### src/sv/fxalu_pkg.sv
`default_nettype none
package fxalu_pkg;

	localparam int WordWidth  = 32;
	localparam int FracBits   = 8;
	localparam int QuotWidth  = WordWidth + FracBits;
	localparam int ProdWidth  = 2 * WordWidth;
	localparam int QueueDepth = 4;
	localparam int QueuePtrW  = $clog2(QueueDepth);

	localparam logic [WordWidth-1:0] MaxPos = {1'b0, {(WordWidth-1){1'b1}}};
	localparam logic [WordWidth-1:0] MinNeg = {1'b1, {(WordWidth-1){1'b0}}};

	// command codes
	localparam logic [3:0] CMD_ADD      = 4'd0;
	localparam logic [3:0] CMD_SUB      = 4'd1;
	localparam logic [3:0] CMD_MUL      = 4'd2;
	localparam logic [3:0] CMD_DIV      = 4'd3;
	localparam logic [3:0] CMD_GT       = 4'd4;
	localparam logic [3:0] CMD_LT       = 4'd5;
	localparam logic [3:0] CMD_GE       = 4'd6;
	localparam logic [3:0] CMD_LE       = 4'd7;
	localparam logic [3:0] CMD_EQ       = 4'd8;
	localparam logic [3:0] CMD_NE       = 4'd9;
	localparam logic [3:0] CMD_MAX      = 4'd10;
	localparam logic [3:0] CMD_MIN      = 4'd11;
	localparam logic [3:0] CMD_INC      = 4'd12;
	localparam logic [3:0] CMD_TO_INT   = 4'd13;
	localparam logic [3:0] CMD_FROM_INT = 4'd14;

	// status codes
	localparam logic [1:0] ST_OK   = 2'd0;
	localparam logic [1:0] ST_OVF  = 2'd1;
	localparam logic [1:0] ST_DIV0 = 2'd2;

	typedef struct packed {
		logic [3:0]  command;
		logic [31:0] operand_a;
		logic [31:0] operand_b;
	} cmd_item_t;

	typedef struct packed {
		logic [31:0] result_value;
		logic        compare_true;
		logic [1:0]  status;
	} res_item_t;

	// classified item as held in the queue
	typedef struct packed {
		logic [3:0]           cmd;
		logic [WordWidth-1:0] a;
		logic [WordWidth-1:0] b;
		logic [WordWidth-1:0] ma;
		logic [WordWidth-1:0] mb;
		logic                 neg;
	} work_t;

	// per-item control carried down the back pipeline
	typedef struct packed {
		logic [3:0]           cmd;
		logic                 neg;
		logic                 siga;
		logic                 dvz;
		logic                 maz;
		logic [WordWidth-1:0] res;
		logic                 flag;
		logic [1:0]           st;
	} carry_t;

	function automatic logic [WordWidth-1:0] sat_value(input logic neg);
		return neg ? MinNeg : MaxPos;
	endfunction

endpackage
`default_nettype wire

### src/sv/fxalu_if.sv
`default_nettype none
interface fxalu_cmd_if;
	logic                  valid;
	logic                  ready;
	fxalu_pkg::cmd_item_t  payload;
	modport source (output valid, output payload, input ready);
	modport sink (input valid, input payload, output ready);
endinterface

`default_nettype wire

### src/sv/fxalu_front.sv
`default_nettype none
module fxalu_front (
	fxalu_cmd_if.sink         cmd_ch,
	output fxalu_pkg::work_t  item,
	output logic              item_valid,
	input  logic              item_ready
);
	import fxalu_pkg::*;

	logic [WordWidth-1:0] a_w;
	logic [WordWidth-1:0] b_w;

	// operands taken at word width
	assign a_w = cmd_ch.payload.operand_a[WordWidth-1:0];
	assign b_w = cmd_ch.payload.operand_b[WordWidth-1:0];

	// classify: signs and magnitudes
	always_comb begin
		item.cmd = cmd_ch.payload.command;
		item.a   = a_w;
		item.b   = b_w;
		item.ma  = a_w[WordWidth-1] ? (~a_w + 1'b1) : a_w;
		item.mb  = b_w[WordWidth-1] ? (~b_w + 1'b1) : b_w;
		item.neg = a_w[WordWidth-1] ^ b_w[WordWidth-1];
	end

	assign item_valid   = cmd_ch.valid;
	assign cmd_ch.ready = item_ready;

endmodule
`default_nettype wire

### src/flat_wrapper.sv
// flat-port wrapper written by rule: the top's interface ports become plain ports
module fxalu_front_flat import fxalu_pkg::*;
  (item, item_valid, item_ready, cmd_ch_valid, cmd_ch_payload, cmd_ch_ready);
  fxalu_cmd_if cmd_ch_i ();
  output fxalu_pkg::work_t item;
  output logic item_valid;
  input  logic item_ready;
  input wire logic [$bits(cmd_ch_i.valid)-1:0] cmd_ch_valid;
  input wire logic [$bits(cmd_ch_i.payload)-1:0] cmd_ch_payload;
  output wire logic [$bits(cmd_ch_i.ready)-1:0] cmd_ch_ready;
  assign cmd_ch_i.valid = cmd_ch_valid;
  assign cmd_ch_i.payload = cmd_ch_payload;
  assign cmd_ch_ready = cmd_ch_i.ready;
  fxalu_front u_core (.cmd_ch(cmd_ch_i), .item(item), .item_valid(item_valid), .item_ready(item_ready));
endmodule
### config.mk
export PLATFORM = sky130hd
export DESIGN_NAME = fxalu_front_flat
export DESIGN_NICKNAME = d
export VERILOG_FILES = /design/src/sv/fxalu_pkg.sv /design/src/sv/fxalu_if.sv /design/src/sv/fxalu_front.sv /design/src/flat_wrapper.sv
export SDC_FILE = /design/constraint.sdc
export NUM_CORES = 1
export LEC_CHECK = 0
export BUFFER_PORTS_ARGS = -buffer_cell sky130_fd_sc_hd__buf_2
export CORE_ASPECT_RATIO = 0.75
export CORE_UTILIZATION = 33
export DETAILED_ROUTE_END_ITERATION = 10
export GPL_TIMING_DRIVEN = 0
export PLACE_DENSITY = 0.8
export SYNTH_ARGS = -nofsm -noshare
export SYNTH_HDL_FRONTEND = slang
export SYNTH_SLANG_ARGS = --single-unit
export TNS_END_PERCENT = 1
### constraint.sdc
create_clock -name vclk -period 1.5
set_input_delay 0.075 -clock vclk [all_inputs]
set_output_delay 0.075 -clock vclk [all_outputs]
set_load 0.005 [all_outputs]
## Word level (Yosys, flattened, before mapping)

Cells that the tools add are included.

- Register bits: 0
- Input bits: 70
- Output and inout bits: 135
- Logic and storage cells: 7

- $add $sub $neg: 2
- Muxes and demuxes: 2
- Bitwise gates (word level): 3

Operators by type and width:

| operator | number |
|---|---|
| $add A32 B1 Y32 const B | 2 |
| $mux W32 | 2 |
| $not A32 Y32 | 2 |
| $xor A1 B1 Y1 | 1 |

## Depth between registers and ports, before layout

Gate-level depths: netlist of run 1.

- Depth in word-level cells: 3
- Depth in mapped cells: 6

## Least setup slack after synthesis of run 1

OpenSTA, ideal clock, no wires.

- Path kind: input to output
- From: in cmd_ch_payload[48]
- To: out item[64] in the netlist's numbering
- Arrival time: 1.603 ns
- Data required time: 1.425 ns
- Setup slack: -0.178 ns
- Stages on the path: 4
- Path buffers: 0
- Cell sequence: or4_4 > or4_4 > or4_1 > nor3_1

RTL lines:

| what | line | source |
|---|---|---|
| start: declaration | flat_wrapper.sv:9 | `input wire logic [$bits(cmd_ch_i.payload)-1:0] cmd_ch_payload;` |
| end: declaration | flat_wrapper.sv:5 | `output fxalu_pkg::work_t item;` |

==> results of run 1 <==
## worst min path at each step
| stage | slack [ps] | to | startpoint | cells past startpoint |
|---|---|---|---|---|
| final | 320 | item[132] | cmd_ch_payload[67] | 2 |
| after global routing | 320 | cmd_ch_ready | item_ready | 2 |
| after CTS | 320 | cmd_ch_ready | item_ready | 2 |
| after detailed placement | 320 | cmd_ch_ready | item_ready | 2 |
| after global placement | 320 | item[130] | cmd_ch_payload[65] | 2 |
| after floorplan | 180 | item[32] | cmd_ch_payload[30] | 1 |
## power by group
group	leakage [nW]	internal [W]	total (W)	switching, W
sequential	0	0	0	0
combinational	1.61	0.000520	0.000970	0.000450
clock	0	0	0	0
total	1.61	0.000520	0.000970	0.000450
## routing by layer
| layer | global-route usage | vias to the layer above | routed length (µm) |
|---|---|---|---|
| met1 | 0.2461 | 1206 | 2906 |
| met3 | 0.01444 | 6 | 395 |
| li1 | - | 1281 | - |
| met5 | 0 | - | 0 |
| met4 | 0.02419 | 0 | 57 |
| met2 | 0.4332 | 108 | 3918 |
## logic make-up after synthesis
kind of cell | share of synthesized area
buf+inv | 0.3125
xor+xnor | 0.2689
fa+ha+maj | 0.01302
compound gates | 0.2057
simple gates | 0.1999
## cells in the mapped netlist (all sizes together)
cell type   n  share of area
nand4       4          0.013
nor4        6          0.023
o21ai      10          0.026
or2         3         0.0098
a21oi       1         0.0026
nor3        7          0.018
clkbuf      6          0.012
xnor2      56           0.26
nand2b      3         0.0098
nor3b       1         0.0039
or3         7          0.023
xor2        3          0.014
o41ai      16          0.089
o31ai      22          0.089
or4         7          0.031
nor4bb      1         0.0052
buf        74           0.29
nand2      18          0.035
nand3       5          0.013
nor2        5         0.0098
nor4b       1         0.0046
inv         6          0.012
ha          2          0.013
## metrics by stage
stage                     instance area [µm²]  instances  hold WS [ps]  worst slack (ps)  utilization
after floorplan                          1927        264         184.3            -153.0            -
after global placement                   3017        538         316.6            -771.6       0.5517
final                                    3288        538         316.0            -511.1       0.6014
after global routing                     3288        538         318.9            -564.4       0.6014
after CTS                                3194        538         316.9            -489.5       0.5842
after detailed placement                 3017        538         317.1            -758.5       0.5517
## repair_timing
item,in CTS,in global routing
endpoints found under the setup margin,46,47
gates resized for setup,33,15
pin swaps,4,4
## critical path, cell delays in order
cell     delay [ps]
buf_2           130
or4_4           550
or4_4           460
buf_8           180
o41ai_4         220
xnor2_1         180
buf_2           150
## area by class of cell
type / instances / share of cell area
tap: 75 / 0.02854
inverter: 6 / 0.006849
buffer: 80 / 0.1804
multi-input combinational: 178 / 0.4814
timing repair buffer: 199 / 0.3029
==> metrics.md, run 1 <==
| Metric | Value |
|---|---|
| Syn Area/Cell | 7.280 µm² |
| P per Cell Area | 294.9 mW/mm² |
| Setup violators final | 42 |
| Post-synthesis sequential area ratio | 0 |
| GRT Overall Usage | 0.2090 |
| Unrepaired setup endpoints after global routing | yes |
| Critical setup path kind | input pin to output port |
| Fillers | 514 |
| Fin crit period | 2011 ps |
| WL per Instance | 13.53 µm |
| DR iter-0 viols | 85 |
| Hold Fails Final Rpt | 0 |
| Area Growth Syn to Fin | 71.09% |
| GR Overflow Total | 0 |
| Die Ht | 68.09 µm |
| Data required time of the worst path | 1420 ps |
| Crit share post-route | 1.341 |
| Drc violations | 0 |
| Commonest non-fill, non-tap cell in the layout | buf_2 |
| Syn. warnings | 0 |
| Setup tns final | -10120 ps |
| Final WS setup | -511.1 ps |
| # diodes | 0 |
| Slew @ Worst Pin | 744.8 ps |
| Row count | 23 |
| Failing checks | setup timing |
| Fin nets | 537 |
| Highest-count cells in the layout ignoring fill and taps | buf_2 (199), buf_4 (72), xnor2_1 (55) |
| Post-route ant nets | 0 |
| Vias in the first global route | 2245 |
| Initial core utilization | 0.3515 |
| Synth cell types | 30 |
| Crit path DAT | 1940 ps |
| Via Count | 2601 |
| Syn Std Cell Area | 0.001922 mm² |
| Total of max-cap violations | 0 |
| Pin count of the biggest net entering global routing | 11 |
| Peak supply drop | 0.1508 mV |
| Worst setup SP type | input pin |
| Die width | 90.12 µm |
| IO buf count | 199 |
| Die area | 0.006136 mm² |
| Reg area | 0 µm² |
| Worst setup EP type | output port |
| Final slew viol count | 0 |
| CP startpoint | cmd_ch_payload[48] |
| Routability cong. | 0.8229 |
| Worst-path maximum fanout | 10 |
| Vias per std cell | 4.835 |
| Rel. slew slack | 0.5034 |
| Initial antenna violation count | 0 |
| Share of layout cells above drive strength 1 | 0.6803 |
| Hold_buf cts | 0 |
| Multi-input gate area | 0.001583 mm² |
| Syn nets | 336 |
| Power Total | 0.0009698 W |
| Post-CTS setup buffers | 0 |
| Core area | 0.005468 mm² |
| Final sequential cell count | 0 |
| Setup crit end | item[61] |
| Post-Route WL | 7.277 mm |
| Outcome | finished, violations left |
| HPWL after DPL | 5.869 mm |
| # IOs | 205 |
| First-pass GRT wire length | 10.78 mm |
| Drt first pass iters | 4 |
| Worst hold path type | input pin to output port |
| Leakage | 1.610 nW |
| Clock buf count | 0 |
| F_max | 497.2 MHz |
| Syn Inst Count | 264 |
Power figures use the tool's default switching activity.
==> run 2, diff against run 1 <==
MAX_ROUTING_LAYER = met4   (was not set)
==> run 2 against run 1 <==
Net effect: the flow still finishes with violations (setup timing); routed wire length decreased by 0.15%; global-route usage grew 0.66 points; via count decreased by 0.23%; cell area is the same; hold slack unchanged; maximum frequency shrank 0.48%; combinational power barely moved; clock-buffer cell count did not move; critical path depth unchanged; setup slack lost 9.6 ps; core utilization unchanged; largest cell class unchanged.
==> metrics.md, run 2 (same netlist as run 1, synthesis figures left out) <==
| Metric | Value |
|---|---|
| Outcome | finished, violations left (unchanged) |
| Failing checks | setup timing (unchanged) |
| Vias per std cell | 4.823 (was 4.835) |
| Crit share post-route | 1.347 (was 1.341) |
| Final slew viol count | 0 (unchanged) |
| Die area | 0.006136 mm² (unchanged) |
| Critical setup path kind | input pin to output port (unchanged) |
| Total of max-cap violations | 0 (unchanged) |
| P per Cell Area | 294.9 mW/mm² (about the same) |
| Hold Fails Final Rpt | 0 (unchanged) |
| Crit path DAT | 1950 ps (was 1940 ps) |
| Core area | 0.005468 mm² (unchanged) |
| Drc violations | 0 (unchanged) |
| WHS | 316.0 ps (unchanged) |
| Hold_buf cts | 0 (unchanged) |
| Post-CTS setup buffers | 0 (unchanged) |
| Fin nets | 537 (unchanged) |
| Finished Cell Area | 0.003288 mm² (unchanged) |
| Reg area | 0 µm² (unchanged) |
| Data required time of the worst path | 1420 ps (about the same) |
| Final WS setup | -520.7 ps (was -511.1 ps) |
| Vias in the first global route | 2243 (was 2245) |
| IO buf count | 199 (unchanged) |
| Worst hold path type | input pin to output port (unchanged) |
| GRT met1 Usage | 0.2480 (was 0.2461) |
| GRT Overall Usage | 0.2156 (was 0.2090) |
| Initial core utilization | 0.3515 (unchanged) |
| Multi-input gate area | 0.001583 mm² (unchanged) |
| F_max | 494.9 MHz (was 497.2 MHz) |
| Peak supply drop | 0.1507 mV (was 0.1508 mV) |
| Fillers | 514 (unchanged) |
| GR Overflow Total | 0 (unchanged) |
| Setup violators final | 42 (unchanged) |
| Worst setup EP type | output port (unchanged) |
| WL per Instance | 13.51 µm (was 13.53 µm) |
| Drt first pass iters | 4 (unchanged) |
| Clock buf count | 0 (unchanged) |
| Pin count of the biggest net entering global routing | 11 (unchanged) |
| Die width | 90.12 µm (unchanged) |
| Power Total | 0.0009696 W (was 0.0009698 W) |
| Fin crit period | 2021 ps (was 2011 ps) |
| Post-route ant nets | 0 (unchanged) |
| Share of layout cells above drive strength 1 | 0.6803 (unchanged) |
| Via Count | 2595 (was 2601) |
| # diodes | 0 (unchanged) |
| Post-Route WL | 7.266 mm (was 7.277 mm) |
| Worst setup SP type | input pin (unchanged) |
| Slew @ Worst Pin | 743.7 ps (was 744.8 ps) |
| Die Ht | 68.09 µm (unchanged) |
| Worst-path maximum fanout | 10 (unchanged) |
| Initial antenna violation count | 0 (unchanged) |
| GRT met2 Usage | 0.4332 (unchanged) |
| Leakage | 1.610 nW (unchanged) |
| Highest-count cells in the layout ignoring fill and taps | buf_2 (199), buf_4 (72), xnor2_1 (55) (unchanged) |
| Routability cong. | 0.8353 (was 0.8229) |
| Rel. slew slack | 0.5042 (was 0.5034) |
| Unrepaired setup endpoints after global routing | yes (unchanged) |
| Commonest non-fill, non-tap cell in the layout | buf_2 (unchanged) |
| Final Util | 0.6014 (unchanged) |
| Final sequential cell count | 0 (unchanged) |
| # IOs | 205 (unchanged) |
| HPWL after DPL | 5.869 mm (unchanged) |
| GRT busiest layer | met2 (unchanged) |
| Row count | 23 (unchanged) |
| Post-DP Area | 0.003017 mm² (unchanged) |
| Area Growth Syn to Fin | 71.09% (unchanged) |
| First-pass GRT wire length | 10.79 mm (was 10.78 mm) |
| Global Route met3 Usage | 0.01222 (was 0.01444) |
| DR iter-0 viols | 93 (was 85) |
[run 2: cell counts in the layout (fill, tap and decap cells not counted)]
Identical to the previous run, type by type.
[run 2: what timing repair did]
| item | CTS | global route |
|---|---|---|
| pin swaps | 4 | 4 |
| endpoints found under the setup margin | 46 | 47 |
| gates resized for setup | 33 | 15 |
| endpoints found under the hold margin | 0 | 0 |
[run 2: path summary, 6_finish.rpt]
check / cells after the start / startpoint / end / slack (ps)
worst max-delay path: 7 / cmd_ch_payload[48] / item[61] / -520
worst min-delay path: 2 / cmd_ch_payload[67] / item[132] / 320
[run 2: worst max-delay path, stage by stage]
cell     delay, ps
buf_2          130
or4_4          550
or4_4          460
buf_8          180
o41ai_4        220
xnor2_1        190
buf_2          150
[run 2: layout make-up]
type,instances,share of cell area
repair buffers,199,0.3029
plain buffers,80,0.1804
inverters,6,0.006849
well taps,75,0.02854
multi-input cells,178,0.4814
[run 2: metrics by stage]
stage,std cells,setup slack (ps),setup TNS (ps)
final,538,-520.7,-10080
after global routing,538,-564.4,-14610
after CTS,538,-489.5,-10040
after detailed placement,538,-758.5,-21660
after global placement,538,-771.6,-20990
after floorplan,264,-153.0,-1805
[run 2: power by group]
group | switching (W) | total (W) | internal (W) | leakage [nW]
clock network | 0 | 0 | 0 | 0
logic | 0.000450 | 0.000970 | 0.000520 | 1.61
registers | 0 | 0 | 0 | 0
total | 0.000450 | 0.000970 | 0.000520 | 1.61
[run 2: layer usage]
metal | share of wire | routed length, µm
met2 | 0.54 | 3920
met5 | 0 | 0
met4 | 0.0078 | 57
met3 | 0.050 | 363
met1 | 0.40 | 2925
==> run 3, diff against run 2 <==
BUFFER_PORTS_ARGS = not set   (was -buffer_cell sky130_fd_sc_hd__buf_2)
CORE_AREA = 4 4 77 79   (was not set)
CORE_ASPECT_RATIO = not set   (was 0.75)
CORE_UTILIZATION = not set   (was 33)
DIE_AREA = 0 0 81 83   (was not set)
DONT_BUFFER_PORTS = 1   (was not set)
PLACE_DENSITY = not set   (was 0.8)
==> run 3 against run 2 <==
Net effect: the flow still finishes with violations (setup timing); sequential share of layout area is the same; die area is 9.6% higher; combinational power down 44%; final cell count down 38%; global-route usage shrank 4.3 points; cell area decreased by 31%; setup slack improved by 220 ps; via count down 27%; sequential cell count unchanged.
==> metrics.md, run 3 (same netlist as run 1, synthesis figures left out) <==
| Metric | Value |
|---|---|
| Highest-count cells in the layout ignoring fill and taps | buf_4 (72), xnor2_1 (56), nand2_1 (17) (was buf_2 (199), buf_4 (72), xnor2_1 (55)) |
| Routability cong. | 0.7698 (was 0.8353) |
| Hold path cells | 1 (was 2) |
| Setup tns final | -3296 ps (was -10080 ps) |
| Peak supply drop | 0.1061 mV (was 0.1507 mV) |
| Worst setup SP type | input pin (unchanged) |
| Post-Route WL | 6.520 mm (was 7.266 mm) |
| WL per Instance | 19.40 µm (was 13.51 µm) |
| Crit path DAT | 1730 ps (was 1950 ps) |
| Row count | 27 (was 23) |
| Leakage | 0.7998 nW (was 1.610 nW) |
| Commonest non-fill, non-tap cell in the layout | buf_4 (was buf_2) |
| Initial antenna violation count | 0 (unchanged) |
| Die width | 81 µm (was 90.12 µm) |
| Core area | 0.005338 mm² (was 0.005468 mm²) |
| Area Growth Syn to Fin | 17.64% (was 71.09%) |
| Crit share post-route | 1.201 (was 1.347) |
| Data required time of the worst path | 1420 ps (about the same) |
| Pin count of the biggest net entering global routing | 11 (unchanged) |
| Post-route ant nets | 0 (unchanged) |
| Via Count | 1896 (was 2595) |
| GR Overflow Total | 0 (unchanged) |
| Slew @ Worst Pin | 724.5 ps (was 743.7 ps) |
| Die Ht | 83 µm (was 68.09 µm) |
| Reg area | 0 µm² (unchanged) |
| GRT Overall Usage | 0.1727 (was 0.2156) |
| IO buf count | 0 (was 199) |
| Rel. slew slack | 0.5170 (was 0.5042) |
| WHS | 180.1 ps (was 316.0 ps) |
| Post-CTS setup buffers | 0 (unchanged) |
| Total of max-cap violations | 0 (unchanged) |
| HPWL after DPL | 5.402 mm (was 5.869 mm) |
| # IOs | 205 (unchanged) |
| Drc violations | 0 (unchanged) |
| Vias per std cell | 5.643 (was 4.823) |
| # diodes | 0 (unchanged) |
| Placed cell count | 336 (was 538) |
| Die area | 0.006723 mm² (was 0.006136 mm²) |
| Outcome | finished, violations left (unchanged) |
| Final slew viol count | 0 (unchanged) |
| Vias in the first global route | 1884 (was 2243) |
| Worst hold path type | input pin to output port (unchanged) |
| Final sequential cell count | 0 (unchanged) |
| Clock buf count | 0 (unchanged) |
| Unrepaired setup endpoints after global routing | yes (unchanged) |
| Post-DP Area | 0.002017 mm² (was 0.003017 mm²) |
| Failing checks | setup timing (unchanged) |
| First-pass GRT wire length | 9.432 mm (was 10.79 mm) |
| Worst-path maximum fanout | 10 (unchanged) |
| DR iter-0 viols | 22 (was 93) |
| Worst setup EP type | output port (unchanged) |
| Share of layout cells above drive strength 1 | 0.4356 (was 0.6803) |
| Power Total | 0.0005393 W (was 0.0009696 W) |
| Fillers | 575 (was 514) |
| F_max | 555.0 MHz (was 494.9 MHz) |
| Hold_buf cts | 0 (unchanged) |
| Final WS setup | -301.7 ps (was -520.7 ps) |
| Fin nets | 338 (was 537) |
| Fin crit period | 1802 ps (was 2021 ps) |
| Setup violators final | 16 (was 42) |
| Non-Filler Instances | 336 (was 538) |
| Hold Fails Final Rpt | 0 (unchanged) |
| Critical setup path kind | input pin to output port (unchanged) |
| P per Cell Area | 238.5 mW/mm² (was 294.9 mW/mm²) |
| Drt first pass iters | 4 (unchanged) |
| Initial core utilization | 0.3601 (was 0.3515) |
| Finished Cell Area | 0.002261 mm² (was 0.003288 mm²) |
-- run 3: changes by cell type in the layout (fill, tap and decap cells not counted), moves of 2 or more --
cell / delta
o21ai_1: -3
buf_2: -198
o41ai_2: +3
o21ai_0: +3
o41ai_1: -2
-- run 3: metal layers --
layer  vias to the layer above  routed length (µm)  track usage
li1                        873                   -            -
met1                       898                2328       0.1779
met2                       125                3607       0.3525
met3                         0                 584      0.02495
met4                         0                   0            0
met5                         -                   0            -
-- run 3: per-stage QoR --
stage | setup WS [ps] | utilization
5_1_grt | -341.9 | 0.4236
3_5_place_dp | -549.6 | 0.3779
3_3_place_gp | -566.6 | 0.3779
2_1_floorplan | -153.0 | -
6_report | -301.7 | 0.4236
4_1_cts | -281.9 | 0.4102
-- run 3: critical path: stages --
cell	delay (ps)
or4_4	550
or4_4	480
buf_8	180
o31ai_1	250
xnor2_1	190
-- run 3: timing repair --
action                                 in CTS  in global routing
endpoints found under the hold margin       0                  0
pin swaps                                   5                  6
resized for setup                          27                 14
setup endpoints to repair                  38                 35
-- run 3: worst paths after layout --
check | end | slack [ps] | startpoint
min | item[32] | 180 | cmd_ch_payload[30]
max | item[59] | -300 | cmd_ch_payload[48]
-- run 3: area by class of cell --
class	count	area (µm²)	share of cell area
multi-input cells	178	1565	0.6923
inverters	6	22.52	0.009961
well taps	72	90.09	0.03985
plain buffers	80	583.1	0.2579
-- run 3: power breakdown --
part | leakage (nW) | total [W] | internal, W | switching (W)
Combinational | 0.800 | 0.000539 | 0.000292 | 0.000247
Clock | 0 | 0 | 0 | 0
Sequential | 0 | 0 | 0 | 0
Total | 0.800 | 0.000539 | 0.000292 | 0.000247
