`src/sv/fxalu_pkg.sv`:
```
`default_nettype none
package fxalu_pkg;

	localparam int WordWidth  = 32;
	localparam int FracBits   = 8;
	localparam int QuotWidth  = WordWidth + FracBits;
	localparam int ProdWidth  = 2 * WordWidth;
	localparam int QueueDepth = 4;
	localparam int QueuePtrW  = $clog2(QueueDepth);

	localparam logic [WordWidth-1:0] MaxPos = {1'b0, {(WordWidth-1){1'b1}}};
	localparam logic [WordWidth-1:0] MinNeg = {1'b1, {(WordWidth-1){1'b0}}};

	// command codes
	localparam logic [3:0] CMD_ADD      = 4'd0;
	localparam logic [3:0] CMD_SUB      = 4'd1;
	localparam logic [3:0] CMD_MUL      = 4'd2;
	localparam logic [3:0] CMD_DIV      = 4'd3;
	localparam logic [3:0] CMD_GT       = 4'd4;
	localparam logic [3:0] CMD_LT       = 4'd5;
	localparam logic [3:0] CMD_GE       = 4'd6;
	localparam logic [3:0] CMD_LE       = 4'd7;
	localparam logic [3:0] CMD_EQ       = 4'd8;
	localparam logic [3:0] CMD_NE       = 4'd9;
	localparam logic [3:0] CMD_MAX      = 4'd10;
	localparam logic [3:0] CMD_MIN      = 4'd11;
	localparam logic [3:0] CMD_INC      = 4'd12;
	localparam logic [3:0] CMD_TO_INT   = 4'd13;
	localparam logic [3:0] CMD_FROM_INT = 4'd14;

	// status codes
	localparam logic [1:0] ST_OK   = 2'd0;
	localparam logic [1:0] ST_OVF  = 2'd1;
	localparam logic [1:0] ST_DIV0 = 2'd2;

	typedef struct packed {
		logic [3:0]  command;
		logic [31:0] operand_a;
		logic [31:0] operand_b;
	} cmd_item_t;

	typedef struct packed {
		logic [31:0] result_value;
		logic        compare_true;
		logic [1:0]  status;
	} res_item_t;

	// classified item as held in the queue
	typedef struct packed {
		logic [3:0]           cmd;
		logic [WordWidth-1:0] a;
		logic [WordWidth-1:0] b;
		logic [WordWidth-1:0] ma;
		logic [WordWidth-1:0] mb;
		logic                 neg;
	} work_t;

	// per-item control carried down the back pipeline
	typedef struct packed {
		logic [3:0]           cmd;
		logic                 neg;
		logic                 siga;
		logic                 dvz;
		logic                 maz;
		logic [WordWidth-1:0] res;
		logic                 flag;
		logic [1:0]           st;
	} carry_t;

	function automatic logic [WordWidth-1:0] sat_value(input logic neg);
		return neg ? MinNeg : MaxPos;
	endfunction

endpackage
`default_nettype wire

```
`src/sv/fxalu_queue.sv`:
```
`default_nettype none
module fxalu_queue (
	input  logic              clk,
	input  logic              arst_n,
	input  fxalu_pkg::work_t  wr_item,
	input  logic              wr_valid,
	output logic              wr_ready,
	output fxalu_pkg::work_t  rd_item,
	output logic              rd_valid,
	input  logic              rd_pop
);
	import fxalu_pkg::*;

	work_t                entry_q [QueueDepth];
	logic [QueuePtrW-1:0] wr_ptr_q;
	logic [QueuePtrW-1:0] rd_ptr_q;
	logic [QueuePtrW:0]   count_q;
	logic                 push;
	logic                 pop;

	assign wr_ready = (count_q != QueueDepth[QueuePtrW:0]);
	assign rd_valid = (count_q != '0);
	assign push     = wr_valid && wr_ready;
	assign pop      = rd_pop && rd_valid;
	assign rd_item  = entry_q[rd_ptr_q];

	// pointers and fill count
	always_ff @(posedge clk or negedge arst_n) begin
		if (!arst_n) begin
			wr_ptr_q <= '0;
			rd_ptr_q <= '0;
			count_q  <= '0;
		end else begin
			if (push) wr_ptr_q <= wr_ptr_q + 1'b1;
			if (pop) rd_ptr_q <= rd_ptr_q + 1'b1;
			if (push && !pop) count_q <= count_q + 1'b1;
			else if (pop && !push) count_q <= count_q - 1'b1;
		end
	end

	// entry storage
	always_ff @(posedge clk) begin
		if (push) entry_q[wr_ptr_q] <= wr_item;
	end

endmodule
`default_nettype wire

```
`config.mk`:
```
export PLATFORM = sky130hd
export DESIGN_NAME = fxalu_queue
export DESIGN_NICKNAME = d
export VERILOG_FILES = /design/src/sv/fxalu_pkg.sv /design/src/sv/fxalu_queue.sv
export SDC_FILE = /design/constraint.sdc
export NUM_CORES = 1
export LEC_CHECK = 0
export BUFFER_PORTS_ARGS = -buffer_cell sky130_fd_sc_hd__clkbuf_2
export CAP_MARGIN = 10
export CORE_UTILIZATION = 40
export DETAILED_ROUTE_END_ITERATION = 7
export GPL_TIMING_DRIVEN = 0
export SYNTH_ARGS = -nofsm -noshare
export SYNTH_HDL_FRONTEND = slang
export SYNTH_SLANG_ARGS = --single-unit
```
`constraint.sdc`:
```
create_clock -name clk -period 4.69 [get_ports clk]
set_input_delay 0.2345 -clock clk [delete_from_list [all_inputs] [get_ports clk]]
set_output_delay 0.2345 -clock clk [all_outputs]
set_load 0.03 [all_outputs]
```
* Yosys cells after proc, flatten, opt, wreduce, memory -nomap -nowiden
Memory sizes are Yosys's and may differ from the RTL's.
Cells that the tools add are included.
** Storage, ports and cells
- Memories :: 1
- Register bits :: 7
- Bits in writable memories :: 532
** Memory list
- entry_q :: depth 4, bits a word 133, rd ports 1, clocked after memory_dff 0, wr ports 1, line fxalu_queue.sv:14 : work_t entry_q [QueueDepth];
** Cells by class
- Reductions and logical operators :: 8
- Equality and inequality tests :: 1
- Mux-type cells :: 4
- Add/sub/neg operators :: 4
** Operators with widths (number)
- 2-to-1 mux 3 bit :: 2
- adder 2 x 1 -> 2 bit, second input constant :: 2
- logical AND 1 bit :: 4
- adder 3 x 1 -> 3 bit, second input constant :: 1
- != test 3 bit, second input constant :: 1
- nonzero test 3 bit :: 1
- subtractor 3 x 1 -> 3 bit, second input constant :: 1
- logical NOT 1 bit :: 2
- 2-to-1 mux 1 bit :: 2
- nonzero test 2 bit :: 1

* Logic depth before layout (Yosys ltp)
Gate-level depths: netlist of the first run.
- Depth after elaboration :: 6
- Gate-level depth with buffers :: 8
- Gate-level depth less buffers :: 8

* Worst setup path after synthesis of the first run
No wires, ideal clock.
- Kind :: register -> register
- From :: register count_q[0]
- To :: memory entry_q[2][0] (netlist name) (enable)
- Setup time :: 508 ps
- Stages on the path, launching flop included :: 4
- Data arrival time :: 3829 ps
- Setup slack :: 352 ps
- Path through :: dfrtp_1 -> nor2_1 -> a21boi_2 -> and2_1
** On the way
- Word-level cells in the longest chain between the ends :: 4
** RTL lines
- start: declaration :: line fxalu_queue.sv:17 : logic [QueuePtrW:0] count_q;
- start signal: assignment :: line fxalu_queue.sv:36 : if (push && !pop) count_q <= count_q + 1'b1;
- start signal: assignment :: line fxalu_queue.sv:37 : else if (pop && !push) count_q <= count_q - 1'b1;
- != test 3 bit :: line fxalu_queue.sv:21 : assign wr_ready = (count_q != QueueDepth[QueuePtrW:0]);
- logical AND 1 bit :: line fxalu_queue.sv:23 : assign push = wr_valid && wr_ready;
- via push :: line fxalu_queue.sv:18 : logic push;
- 2-to-1 mux 1 bit :: line fxalu_queue.sv:43 : if (push) entry_q[wr_ptr_q] <= wr_item;
- 2-to-1 mux 1 bit (not written as such) :: line fxalu_queue.sv:43
- end: declaration :: line fxalu_queue.sv:14
The timed path passes the listed nets, and every way through them passes these cells.

==> metrics.log, run 1 <==
[metrics] Worst R2R Path Depth: 5
[metrics] # Post-CTS Setup Buffers: 0
[metrics] number of cells produced by synthesis: 730
[metrics] boundary pin count: 272
[metrics] die area: 49800 µm²
[metrics] non-filler cells in the finished layout: 1866
[metrics] remaining number of nets flagged by the antenna check after routing: 0
[metrics] fill cell total of the finished layout: 3753
[metrics] switching part of the total: 0.341
[metrics] static leakage power: 8.74 nW
[metrics] start point of the critical path: rd_ptr_q[1]
[metrics] clk buf depth: 3
[metrics] htree depth: 2
[metrics] GR Util All Layers: 0.161
[metrics] initial antenna violation count: 3
[metrics] final-layout worst hold slack: 0.108 ns
[metrics] Power Internal: 0.0110 W
[metrics] Post-synth EDFFs: 532
[metrics] area overhead of the layout relative to synthesis: 28.5%
[metrics] vertical extent of the die: 223 µm
[metrics] nets in the synthesized netlist: 873
[metrics] Final setup viols: 0
[metrics] Post-Route WL: 39.6 mm
[metrics] Relative slew margins: 0.382
[metrics] num rows: 80
[metrics] cell-by-cell listing of the critical path: buf_2 -> clkbuf_1 -> mux4_2 -> clkbuf_2
[metrics] detailed placement HPWL: 23.9 mm
[metrics] power density over the cells: 666 nW/µm²
[metrics] maximum fanout along the worst path: 10
[metrics] proportion of power drawn by the clock network: 0.260
[metrics] number of global-route vias before repair: 9959
[metrics] ys async rst share: 0.0130
[metrics] status: finished clean
[metrics] worst flop-to-flop path startpoint: count_q[0]
[metrics] number of search-and-repair iterations in the first detailed-routing pass: 4
[metrics] Clock Sink Count: 539
[metrics] final layout net count: 1347
[metrics] # resized after CTS: 0
[metrics] die span in x: 223 µm
[metrics] top-count cell post-synth: edfxtp_1
[metrics] Synth top cells by count: 532 x edfxtp_1, 133 x mux4_2, 16 x buf_2, 7 x buf_6, 7 x dfrtp_1
[metrics] Min-Delay Path Class: in -> reg
[metrics] CP arrival: 2.51 ns
[metrics] unrepaired setup endpoints after global routing: no
[metrics] Max Cap Violations: 0
[metrics] number of design rule violations left after detail routing: 0
[metrics] total placed cells including tap cells: 1627
[metrics] cts bufs inserted: 54
[metrics] TritonCTS clock tree: done
[metrics] clock root cell: clkbuf_16
[metrics] met2 Use GR: 0.261
[metrics] pin count of the biggest net entering global routing: 53
[metrics] switching power: 0.00571 W
[metrics] Sum Neg Setup Slack: 0 ns
[metrics] total core area: 47900 µm²
[metrics] vias after detailed routing: 9290
[metrics] number of input and output port buffers inserted: 271
[metrics] timing-limited maximum frequency: 0.364 GHz
[metrics] GRT met1 Usage: 0.210
[metrics] required time reported for the critical path endpoint: 4.46 ns
[metrics] sequential area share after synthesis: 0.825
[metrics] first-pass GRT wire length: 59.5 mm
[metrics] Initial Utilization: 0.408
[metrics] portion of synthesized cell area occupied by the leading cell type: 0.816
[metrics] DRT iter0 DRCs: 514
[metrics] Setup crit end kind: primary output
[metrics] category of cells accounting for the largest share of critical-path delay: buffers and inverters
[metrics] fraction of the cycle the final worst path needs: 0.585
[metrics] hold violation total from the final report: 0
[metrics] average instance area after synthesis: 26.8 µm²
[metrics] largest voltage drop on the vdd net: 478 µV
[metrics] met3 Use GR: 0.0452
[metrics] number of library cell types mapped by synthesis: 19
[metrics] Primary FF master, synth: edfxtp_1
[metrics] category of the most critical setup path: reg -> out
[metrics] buffers and inverters on the worst path: 3
[metrics] area of the mapped netlist: 19600 µm²
[metrics] synth top area cells: edfxtp_1 82%, mux4_2 15%, dfrtp_1 0.90%, buf_2 0.41%, buf_6 0.40%
[metrics] min Tclk post-route: 2.75 ns
[metrics] combinational cell fraction of total power: 0.350
[metrics] Clock Pin Slew Worst Setup and Hold Paths: 0.06 ns
[metrics] number of stages on the worst setup path: 4
[metrics] maximum single-stage delay on the critical path: 0.73 ns
[metrics] Final Skew: 0.00950 ns
[metrics] share of cells above drive strength 1: 0.427
[metrics] mean number of vias per cell: 4.98
[metrics] hold wc startpoint: wr_valid
[metrics] cell type of the slowest stage on the worst timing path: clkbuf_1
[metrics] number of instances on the worst hold path: 3
[metrics] nature of the critical path startpoint: register
[metrics] Routability Congestion: 0.682
[metrics] cts-stage hold buffer count: 136
[metrics] busiest layer in global routing: met2
[metrics] Seq pwr share: 0.390
[metrics] Avg WL per Cell: 21.2 µm
[metrics] number of warnings issued by yosys: 0
[metrics] Clk Latency, worst-skew pair: 0.58 ns
[metrics] worst-margin pin slew: 0.926 ns
[metrics] pins over their slew limit: 0
[metrics] overflow left after global routing: 0
[metrics] cell taking the most area after synthesis: edfxtp_1
[metrics] synthesized flop and latch total: 539
==> cell families after synthesis <==
family | count (synthesis) | synth area share
xor+xnor | 6 | 0.00269
mux | 135 | 0.154
flops | 539 | 0.825
fa+ha+maj | 6 | 0.00422
buf+inv | 33 | 0.0102
simple gates | 10 | 0.00262
compound gates | 1 | 0.000575
==> flip-flops by register name (all words and copies together), names as in the netlist <==
name,cells
count_q,3
entry_q,532
rd_ptr_q,2
wr_ptr_q,2
==> cell usage in the layout, fill, tap and decap left out, types with 3 or more instances in the layout <==
cell type | synthesis | final
clkbuf_2 | 0 | 271
clkinv_1 | 0 | 11
clkbuf_16 | 0 | 55
buf_16 | 0 | 6
edfxtp_1 | 532 | 532
clkbuf_8 | 0 | 3
bufinv_16 | 0 | 7
buf_6 | 7 | 7
ha_1 | 5 | 5
dfrtp_1 | 7 | 7
dlygate4sd3_1 | 0 | 136
buf_12 | 0 | 5
xnor2_1 | 4 | 4
clkbuf_1 | 6 | 9
and2_4 | 0 | 4
mux4_2 | 133 | 133
inv_1 | 3 | 3
buf_2 | 16 | 16
clkinv_2 | 0 | 17
==> power by group through the flow <==
stage	clock network (W)	registers [W]	logic [W]
final	0.00435	0.00653	0.00586
after global routing	0.00463	0.00661	0.00625
after CTS	0.00447	0.00655	0.00602
after detailed placement	0	0.00665	0.00592
after global placement	0	0.00690	0.00575
after floorplan	0	0.00672	0.00405
==> layer usage <==
layer  part of all wire  wire, µm
met5            0.00058        23
met4              0.021       833
met3              0.063      2480
met2               0.49     19300
met1               0.43     16900
==> tightest hold or removal path: stages <==
cell      delay, ns
clkbuf_2       0.08
a21boi_2       0.20
xnor2_1        0.14
==> final timing paths <==
| path | slack [ns] | end |
|---|---|---|
| worst max register to register | 2.06 | entry_q[3][28] |
| worst max-delay path | 1.94 | rd_item[47] |
| min in group asynchronous | 0.62 | rd_ptr_q[1] |
| worst min register to register | 0.53 | count_q[2] |
| worst min-delay path | 0.11 | wr_ptr_q[0] |
| max in group asynchronous | 3.83 | count_q[2] |
==> final cells by class <==
class | count | area (µm²) | area share
clock inverters | 40 | 379 | 0.0151
inverters | 3 | 11.3 | 0.000448
multi-input cells | 158 | 3230 | 0.128
plain buffers | 30 | 189 | 0.00751
flip-flops and latches | 539 | 16200 | 0.642
repair buffers | 418 | 2980 | 0.119
clock buffers | 61 | 1430 | 0.0568
diodes | 2 | 5.00 | 0.000199
well taps | 615 | 769 | 0.0306
==> per-stage QoR <==
stage          total power [W]  setup slack [ns]  area, µm²  utilization
6_report                0.0167              1.94      25100        0.524
5_1_grt                 0.0175              1.78      25100        0.524
4_1_cts                 0.0170              1.83      25100        0.524
3_5_place_dp            0.0126              2.01      22000        0.458
3_3_place_gp            0.0126             -2.62      21700        0.452
2_1_floorplan           0.0108             0.352      19600            -
Power figures use the tool's default switching activity.
==> run 2, diff against run 1 <==
==> constraint.sdc (replaced) <==
create_clock -name clk -period 2.5 [get_ports clk]
set_input_delay 0.125 -clock clk [delete_from_list [all_inputs] [get_ports clk]]
set_output_delay 0.125 -clock clk [all_outputs]
set_load 0.03 [all_outputs]
==> run 2 against run 1 <==
Net effect: sequential share of layout area about the same; utilization about the same; power increased by 88%; flip-flop and latch count unchanged; die area unchanged; final cell count decreased by 0.32%; hold slack improved by 0.18 ns; global-route usage about the same; clock power increased by 82%; first-iteration DRC count increased by 1.8%; largest power group unchanged.
==> metrics.log, run 2 (same netlist as run 1, synthesis figures left out) <==
[metrics] first-pass GRT wire length: 59.6 mm (+0.13%)
[metrics] commonest non-fill, non-tap cells in the layout: 532 x edfxtp_1, 277 x clkbuf_2, 137 x dlygate4sd3_1, 133 x mux4_2, 57 x clkbuf_16
[metrics] register with the most flip-flops: entry_q
[metrics] initial antenna violation count: 3 (unchanged)
[metrics] final-layout worst hold slack: 0.289 ns (+0.180 ns)
[metrics] maximum single-stage delay on the critical path: 0.54 ns (-0.19 ns)
[metrics] die area: 49800 µm² (unchanged)
[metrics] largest voltage drop on the vdd net: 764 µV (+60%)
[metrics] static leakage power: 8.74 nW (-0.10%)
[metrics] Clock Sink Count: 539 (unchanged)
[metrics] Avg WL per Cell: 21.2 µm (about the same)
[metrics] boundary pin count: 272 (unchanged)
[metrics] TritonCTS clock tree: done
[metrics] remaining number of nets flagged by the antenna check after routing: 0 (unchanged)
[metrics] buffers and inverters on the worst path: 4 (+1)
[metrics] pins over their slew limit: 0 (unchanged)
[metrics] timing-limited maximum frequency: 0.419 GHz
[metrics] registers with the highest flip-flop counts: entry_q x532, count_q x3
[metrics] number of search-and-repair iterations in the first detailed-routing pass: 4 (unchanged)
[metrics] number of design rule violations left after detail routing: 0 (unchanged)
[metrics] Worst R2R Path Depth: 4 (-1)
[metrics] cts bufs inserted: 54 (unchanged)
[metrics] Initial Utilization: 0.408 (unchanged)
[metrics] Final Skew: 0.0126 ns (+0.00312 ns)
[metrics] GR Util All Layers: 0.160 (-0.000478)
[metrics] non-filler cells in the finished layout: 1860 (-0.32%)
[metrics] cell type of the slowest stage on the worst timing path: mux4_2
[metrics] total placed cells including tap cells: 1624 (-0.18%)
[metrics] share of cells above drive strength 1: 0.425 (-0.00208)
[metrics] number of global-route vias before repair: 10100 (+1.1%)
[metrics] worst flop-to-flop path startpoint: count_q[0]
[metrics] status: finished clean
[metrics] capture instance of the worst register-to-register path: entry_q[1][90]
[metrics] reg2reg setup slack: 0.16 ns (-1.90 ns)
[metrics] number of input and output port buffers inserted: 271 (unchanged)
[metrics] detailed placement HPWL: 23.6 mm (-1.1%)
[metrics] vias after detailed routing: 9302 (+0.13%)
[metrics] power density over the cells: 1250 nW/µm² (+87%)
[metrics] required time reported for the critical path endpoint: 2.38 ns (-2.08 ns)
[metrics] vertical extent of the die: 223 µm (unchanged)
[metrics] Post-Route WL: 39.5 mm (-0.27%)
[metrics] min Tclk post-route: 2.39 ns
[metrics] overflow left after global routing: 0 (unchanged)
[metrics] maximum fanout along the worst path: 10 (unchanged)
[metrics] area overhead of the layout relative to synthesis: 28.6% (about the same)
[metrics] Clock Pin Slew Worst Setup and Hold Paths: 0.06 ns (about the same)
[metrics] mean number of vias per cell: 5.00 (+0.45%)
[metrics] Clk Latency, worst-skew pair: 0.58 ns (about the same)
[metrics] cell-by-cell listing of the critical path: buf_6 -> buf_12 -> buf_6 -> mux4_2 -> clkbuf_2
[metrics] number of instances on the worst hold path: 2 (-1)
[metrics] nature of the critical path startpoint: register
[metrics] Setup crit end kind: primary output
[metrics] category of cells accounting for the largest share of critical-path delay: buffers and inverters
[metrics] most frequent standard cell in the layout excluding fill and tap cells: edfxtp_1
[metrics] worst-margin pin slew: 0.892 ns (-0.0341 ns)
[metrics] num rows: 80 (unchanged)
[metrics] die span in x: 223 µm (unchanged)
[metrics] Final WS setup: 0.112 ns (-1.83 ns)
[metrics] DRT iter0 DRCs: 523 (+1.8%)
[metrics] CP arrival: 2.26 ns (-0.25 ns)
[metrics] minimum setup slack after placement: 0.0704 ns (-1.94 ns)
[metrics] max reg flops: 532 (unchanged)
[metrics] total core area: 47900 µm² (unchanged)
[metrics] Routability Congestion: 0.702 (+2.9%)
[metrics] pin count of the biggest net entering global routing: 52 (-1.9%)
[metrics] hold path endpoint: entry_q[3][6]
[metrics] fraction of the cycle the final worst path needs: 0.955
[metrics] category of the most critical setup path: reg -> out
[metrics] clock root cell: clkbuf_16
[metrics] final layout net count: 1350 (+0.22%)
[metrics] Min-Delay Path Class: in -> reg
[metrics] Relative slew margins: 0.405 (+0.0227)
[metrics] Final setup viols: 0 (unchanged)
[metrics] Max Cap Violations: 0 (unchanged)
[metrics] hold violation total from the final report: 0 (unchanged)
[metrics] crit-path most repeated cell: buf_6
[metrics] hold wc startpoint: wr_item[6]
[metrics] share of the core filled with cells: 0.525 (about the same)
[metrics] clk buf depth: 3 (unchanged)
[metrics] htree depth: 2 (unchanged)
==> run 2: how the worst max path moves through the flow <==
stage               cells past startpoint             end        start
global route                            4  entry_q[1][90]   count_q[0]
finish                                  5    rd_item[111]  rd_ptr_q[0]
floorplan                               3   entry_q[0][0]   count_q[0]
detailed placement                      4  entry_q[1][90]   count_q[0]
CTS                                     5    rd_item[109]  rd_ptr_q[0]
global placement                        3  entry_q[1][82]   count_q[0]
==> run 2: worst register-to-register path, delay by kind of cell (launching register included) <==
family          cells  cell delay (ns)
flops               1             0.44
compound gates      1             0.29
buf+inv             1             0.35
simple gates        2             0.89
==> run 2: area by class of cell <==
cell class | count | area, µm²
diodes | 4 | 10.0
plain buffers | 30 | 264
clock buffers | 67 | 1460
repair buffers | 421 | 2990
multi-input cells | 158 | 3230
fillers | 3747 | 22800
inverters | 3 | 11.3
clock inverters | 23 | 268
well taps | 615 | 769
flip-flops and latches | 539 | 16200
==> run 2: layer usage <==
metal,vias to the layer above,track usage,wire length [µm]
met5,-,0,0
met4,0,0.0452,828
met3,57,0.0491,2620
met2,242,0.258,18900
met1,4886,0.211,17100
li1,4117,-,-
==> run 2: repair_timing <==
item / CTS / global route
hold buffers: 137 / 0
hold endpoints to repair: 543 / 0
setup buffers: 0 / 5
resized for setup: 21 / 8
pin swaps: 0 / 2
setup endpoints to repair: 119 / 302
==> run 2: power by group <==
part / leakage [nW] / total (W) / internal [W] / switching (W)
clock: 0.838 / 0.00793 / 0.00472 / 0.00321
combinational: 2.94 / 0.0112 / 0.00410 / 0.00708
sequential: 4.95 / 0.0123 / 0.0119 / 0.000345
==> run 2: stage by stage <==
stage / power [W] / setup TNS (ns) / instance area, µm²
global route: 0.0328 / -0.636 / 25200
global placement: 0.0234 / -1017.70 / 21700
finish: 0.0314 / 0 / 25200
detailed placement: 0.0235 / 0 / 21900
floorplan: 0.0201 / -192.39 / 19600
CTS: 0.0318 / 0 / 25100
==> run 3, diff against run 2 <==
--- a/config.mk
+++ b/config.mk
@@ -10,6 +10,7 @@
 export CORE_UTILIZATION = 40
 export DETAILED_ROUTE_END_ITERATION = 7
 export GPL_TIMING_DRIVEN = 0
+export RECOVER_POWER = 100
 export SYNTH_ARGS = -nofsm -noshare
 export SYNTH_HDL_FRONTEND = slang
 export SYNTH_SLANG_ARGS = --single-unit
==> run 3 against run 2 <==
Net effect: hold slack improved by 0.042 ns; sequential power is essentially flat; register-to-register slack is essentially flat; final area fell by 0.66%; power is 0.13% lower; clock skew hardly changed; non-clock buffer count stayed put; critical endpoint unchanged.
==> metrics.log, run 3 (same netlist as run 1, synthesis figures left out) <==
[metrics] Power Internal: 0.0207 W (-0.14%)
[metrics] number of search-and-repair iterations in the first detailed-routing pass: 4 (unchanged)
[metrics] maximum single-stage delay on the critical path: 0.54 ns (about the same)
[metrics] mean number of vias per cell: 4.99 (-0.18%)
[metrics] Post-Route WL: 39.4 mm (-0.13%)
[metrics] htree depth: 2 (unchanged)
[metrics] die span in x: 223 µm (unchanged)
[metrics] detailed placement HPWL: 23.6 mm (unchanged)
[metrics] Initial Utilization: 0.408 (unchanged)
[metrics] Avg WL per Cell: 21.2 µm (-0.13%)
[metrics] pins over their slew limit: 0 (unchanged)
[metrics] crit-path most repeated cell: buf_6
[metrics] area overhead of the layout relative to synthesis: 27.7%
[metrics] Final Skew: 0.0128 ns (+0.000206 ns)
[metrics] Setup crit end kind: primary output
[metrics] overflow left after global routing: 0 (unchanged)
[metrics] die area: 49800 µm² (unchanged)
[metrics] combinational cell fraction of total power: 0.356 (about the same)
[metrics] Clock Sink Count: 539 (unchanged)
[metrics] hold violation total from the final report: 0 (unchanged)
[metrics] Seq pwr share: 0.391 (about the same)
[metrics] register with the most flip-flops: entry_q
[metrics] final layout net count: 1350 (unchanged)
[metrics] buffers and inverters on the worst path: 4 (unchanged)
[metrics] max reg flops: 532 (unchanged)
[metrics] category of cells accounting for the largest share of critical-path delay: buffers and inverters
[metrics] maximum fanout along the worst path: 10 (unchanged)
[metrics] static leakage power: 8.34 nW (-4.5%)
[metrics] pin count of the biggest net entering global routing: 52 (unchanged)
[metrics] Min-Delay Path Class: in -> reg
[metrics] CP arrival: 2.27 ns (about the same)
[metrics] vias after detailed routing: 9285 (-0.18%)
[metrics] Max Cap Violations: 0 (unchanged)
[metrics] clk buf depth: 3 (unchanged)
[metrics] GR Util All Layers: 0.160 (unchanged)
[metrics] DRT iter0 DRCs: 493 (-5.7%)
[metrics] timing-limited maximum frequency: 0.418 GHz (about the same)
[metrics] cell-by-cell listing of the critical path: buf_6 -> buf_12 -> buf_6 -> mux4_2 -> clkbuf_2
[metrics] Total Power Consumption: 0.0314 W (-0.13%)
[metrics] total core area: 47900 µm² (unchanged)
[metrics] Routability Congestion: 0.702 (unchanged)
[metrics] number of design rule violations left after detail routing: 0 (unchanged)
[metrics] power density over the cells: 1250 nW/µm² (+0.53%)
[metrics] cell type of the slowest stage on the worst timing path: mux4_2
[metrics] Multi-input gate area: 3230 µm² (unchanged)
[metrics] commonest non-fill, non-tap cells in the layout: 532 x edfxtp_1, 144 x clkbuf_2, 143 x clkbuf_1, 137 x dlygate4sd3_1, 133 x mux4_2
[metrics] worst-margin pin slew: 0.888 ns (-0.00411 ns)
[metrics] Clock Pin Slew Worst Setup and Hold Paths: 0.06 ns (about the same)
[metrics] number of input and output port buffers inserted: 271 (unchanged)
[metrics] clock root cell: clkbuf_16
[metrics] category of the most critical setup path: reg -> out
[metrics] final-layout worst hold slack: 0.331 ns (+0.0424 ns)
[metrics] combined flip-flop and latch cell area: 16200 µm² (unchanged)
[metrics] min Tclk post-route: 2.39 ns (+0.00234 ns)
[metrics] initial antenna violation count: 3 (unchanged)
[metrics] remaining number of nets flagged by the antenna check after routing: 0 (unchanged)
[metrics] fraction of the cycle the final worst path needs: 0.956 (about the same)
[metrics] share of cells above drive strength 1: 0.317 (-0.107)
[metrics] largest voltage drop on the vdd net: 763 µV (-0.19%)
[metrics] proportion of power drawn by the clock network: 0.253 (about the same)
[metrics] registers with the highest flip-flop counts: entry_q x532, count_q x3
[metrics] most frequent standard cell in the layout excluding fill and tap cells: edfxtp_1
[metrics] required time reported for the critical path endpoint: 2.38 ns (about the same)
[metrics] cts bufs inserted: 54 (unchanged)
[metrics] status: finished clean
[metrics] fill cell total of the finished layout: 3799 (+1.4%)
[metrics] Sum Neg Setup Slack: 0 ns (unchanged)
[metrics] Final setup viols: 0 (unchanged)
[metrics] num rows: 80 (unchanged)
[metrics] Clk Latency, worst-skew pair: 0.58 ns (about the same)
[metrics] number of global-route vias before repair: 10100 (unchanged)
[metrics] Relative slew margins: 0.408 (+0.00274)
[metrics] vertical extent of the die: 223 µm (unchanged)
[metrics] switching power: 0.0106 W (-0.12%)
[metrics] switching part of the total: 0.339 (about the same)
[metrics] first-pass GRT wire length: 59.6 mm (unchanged)
[metrics] nature of the critical path startpoint: register
[metrics] boundary pin count: 272 (unchanged)
[metrics] TritonCTS clock tree: done
[run 3: worst register-to-register path: cells and delay by family (launching register included)]
| family | cells | cell delay (ns) |
|---|---|---|
| buffers and inverters | 1 | 0.35 |
| AND/OR/NAND/NOR | 2 | 0.89 |
| AO/OA/AOI/OAI | 1 | 0.29 |
| flip-flops | 1 | 0.44 |
[run 3: final cells by class]
class,instances,area share
clock buffer,67,0.0586
clock inverter,23,0.0107
multi-input combinational,158,0.129
sequential,539,0.646
tap,615,0.0308
buffer,30,0.0106
antenna,4,0.000401
inverter,3,0.000451
timing repair buffer,421,0.113
[run 3: timing repair]
item,CTS,global route
cloned,0,0
endpoints found under the setup margin,119,302
gates resized for setup,21,8
hold buffers,137,0
setup buffers,0,5
hold endpoints to repair,543,0
pin swaps,0,2
[run 3: per-stage QoR]
stage               setup WS, ns  area [µm²]  instances  utilization
CTS                     0.000288       25100       1851        0.523
global route             -0.0183       25000       1858        0.521
floorplan                 -0.362       19600        730            -
global placement           -1.94       21700       1616        0.453
finish                     0.110       25000       1860        0.521
detailed placement        0.0704       21900       1624        0.457
[run 3: worst paths after layout]
kind                             startpoint        endpoint  slack, ns  cells past startpoint
worst max-delay path            rd_ptr_q[0]    rd_item[111]       0.11                      5
worst min-delay path            wr_item[29]  entry_q[3][29]       0.33                      2
worst max register to register   count_q[0]  entry_q[1][90]       0.16                      4
worst min register to register   count_q[2]      count_q[2]       0.57                      1
max in group asynchronous            arst_n     rd_ptr_q[0]       1.73                      3
min in group asynchronous            arst_n      count_q[0]       0.52                      3
[run 3: power groups by stage]
stage	Combinational, W	Sequential [W]	Clock, W
final	0.0111	0.0123	0.00793
after global routing	0.0119	0.0124	0.00847
after CTS	0.0114	0.0123	0.00816
after detailed placement	0.0111	0.0125	0
after global placement	0.0108	0.0126	0
after floorplan	0.00761	0.0125	0
[run 3: per-layer routing]
metal	up-vias	routed length [µm]	GRT usage
met2	252	18900	0.258
met3	58	2750	0.0491
met1	4853	16900	0.211
met4	0	836	0.0452
li1	4122	-	-
met5	-	0	0
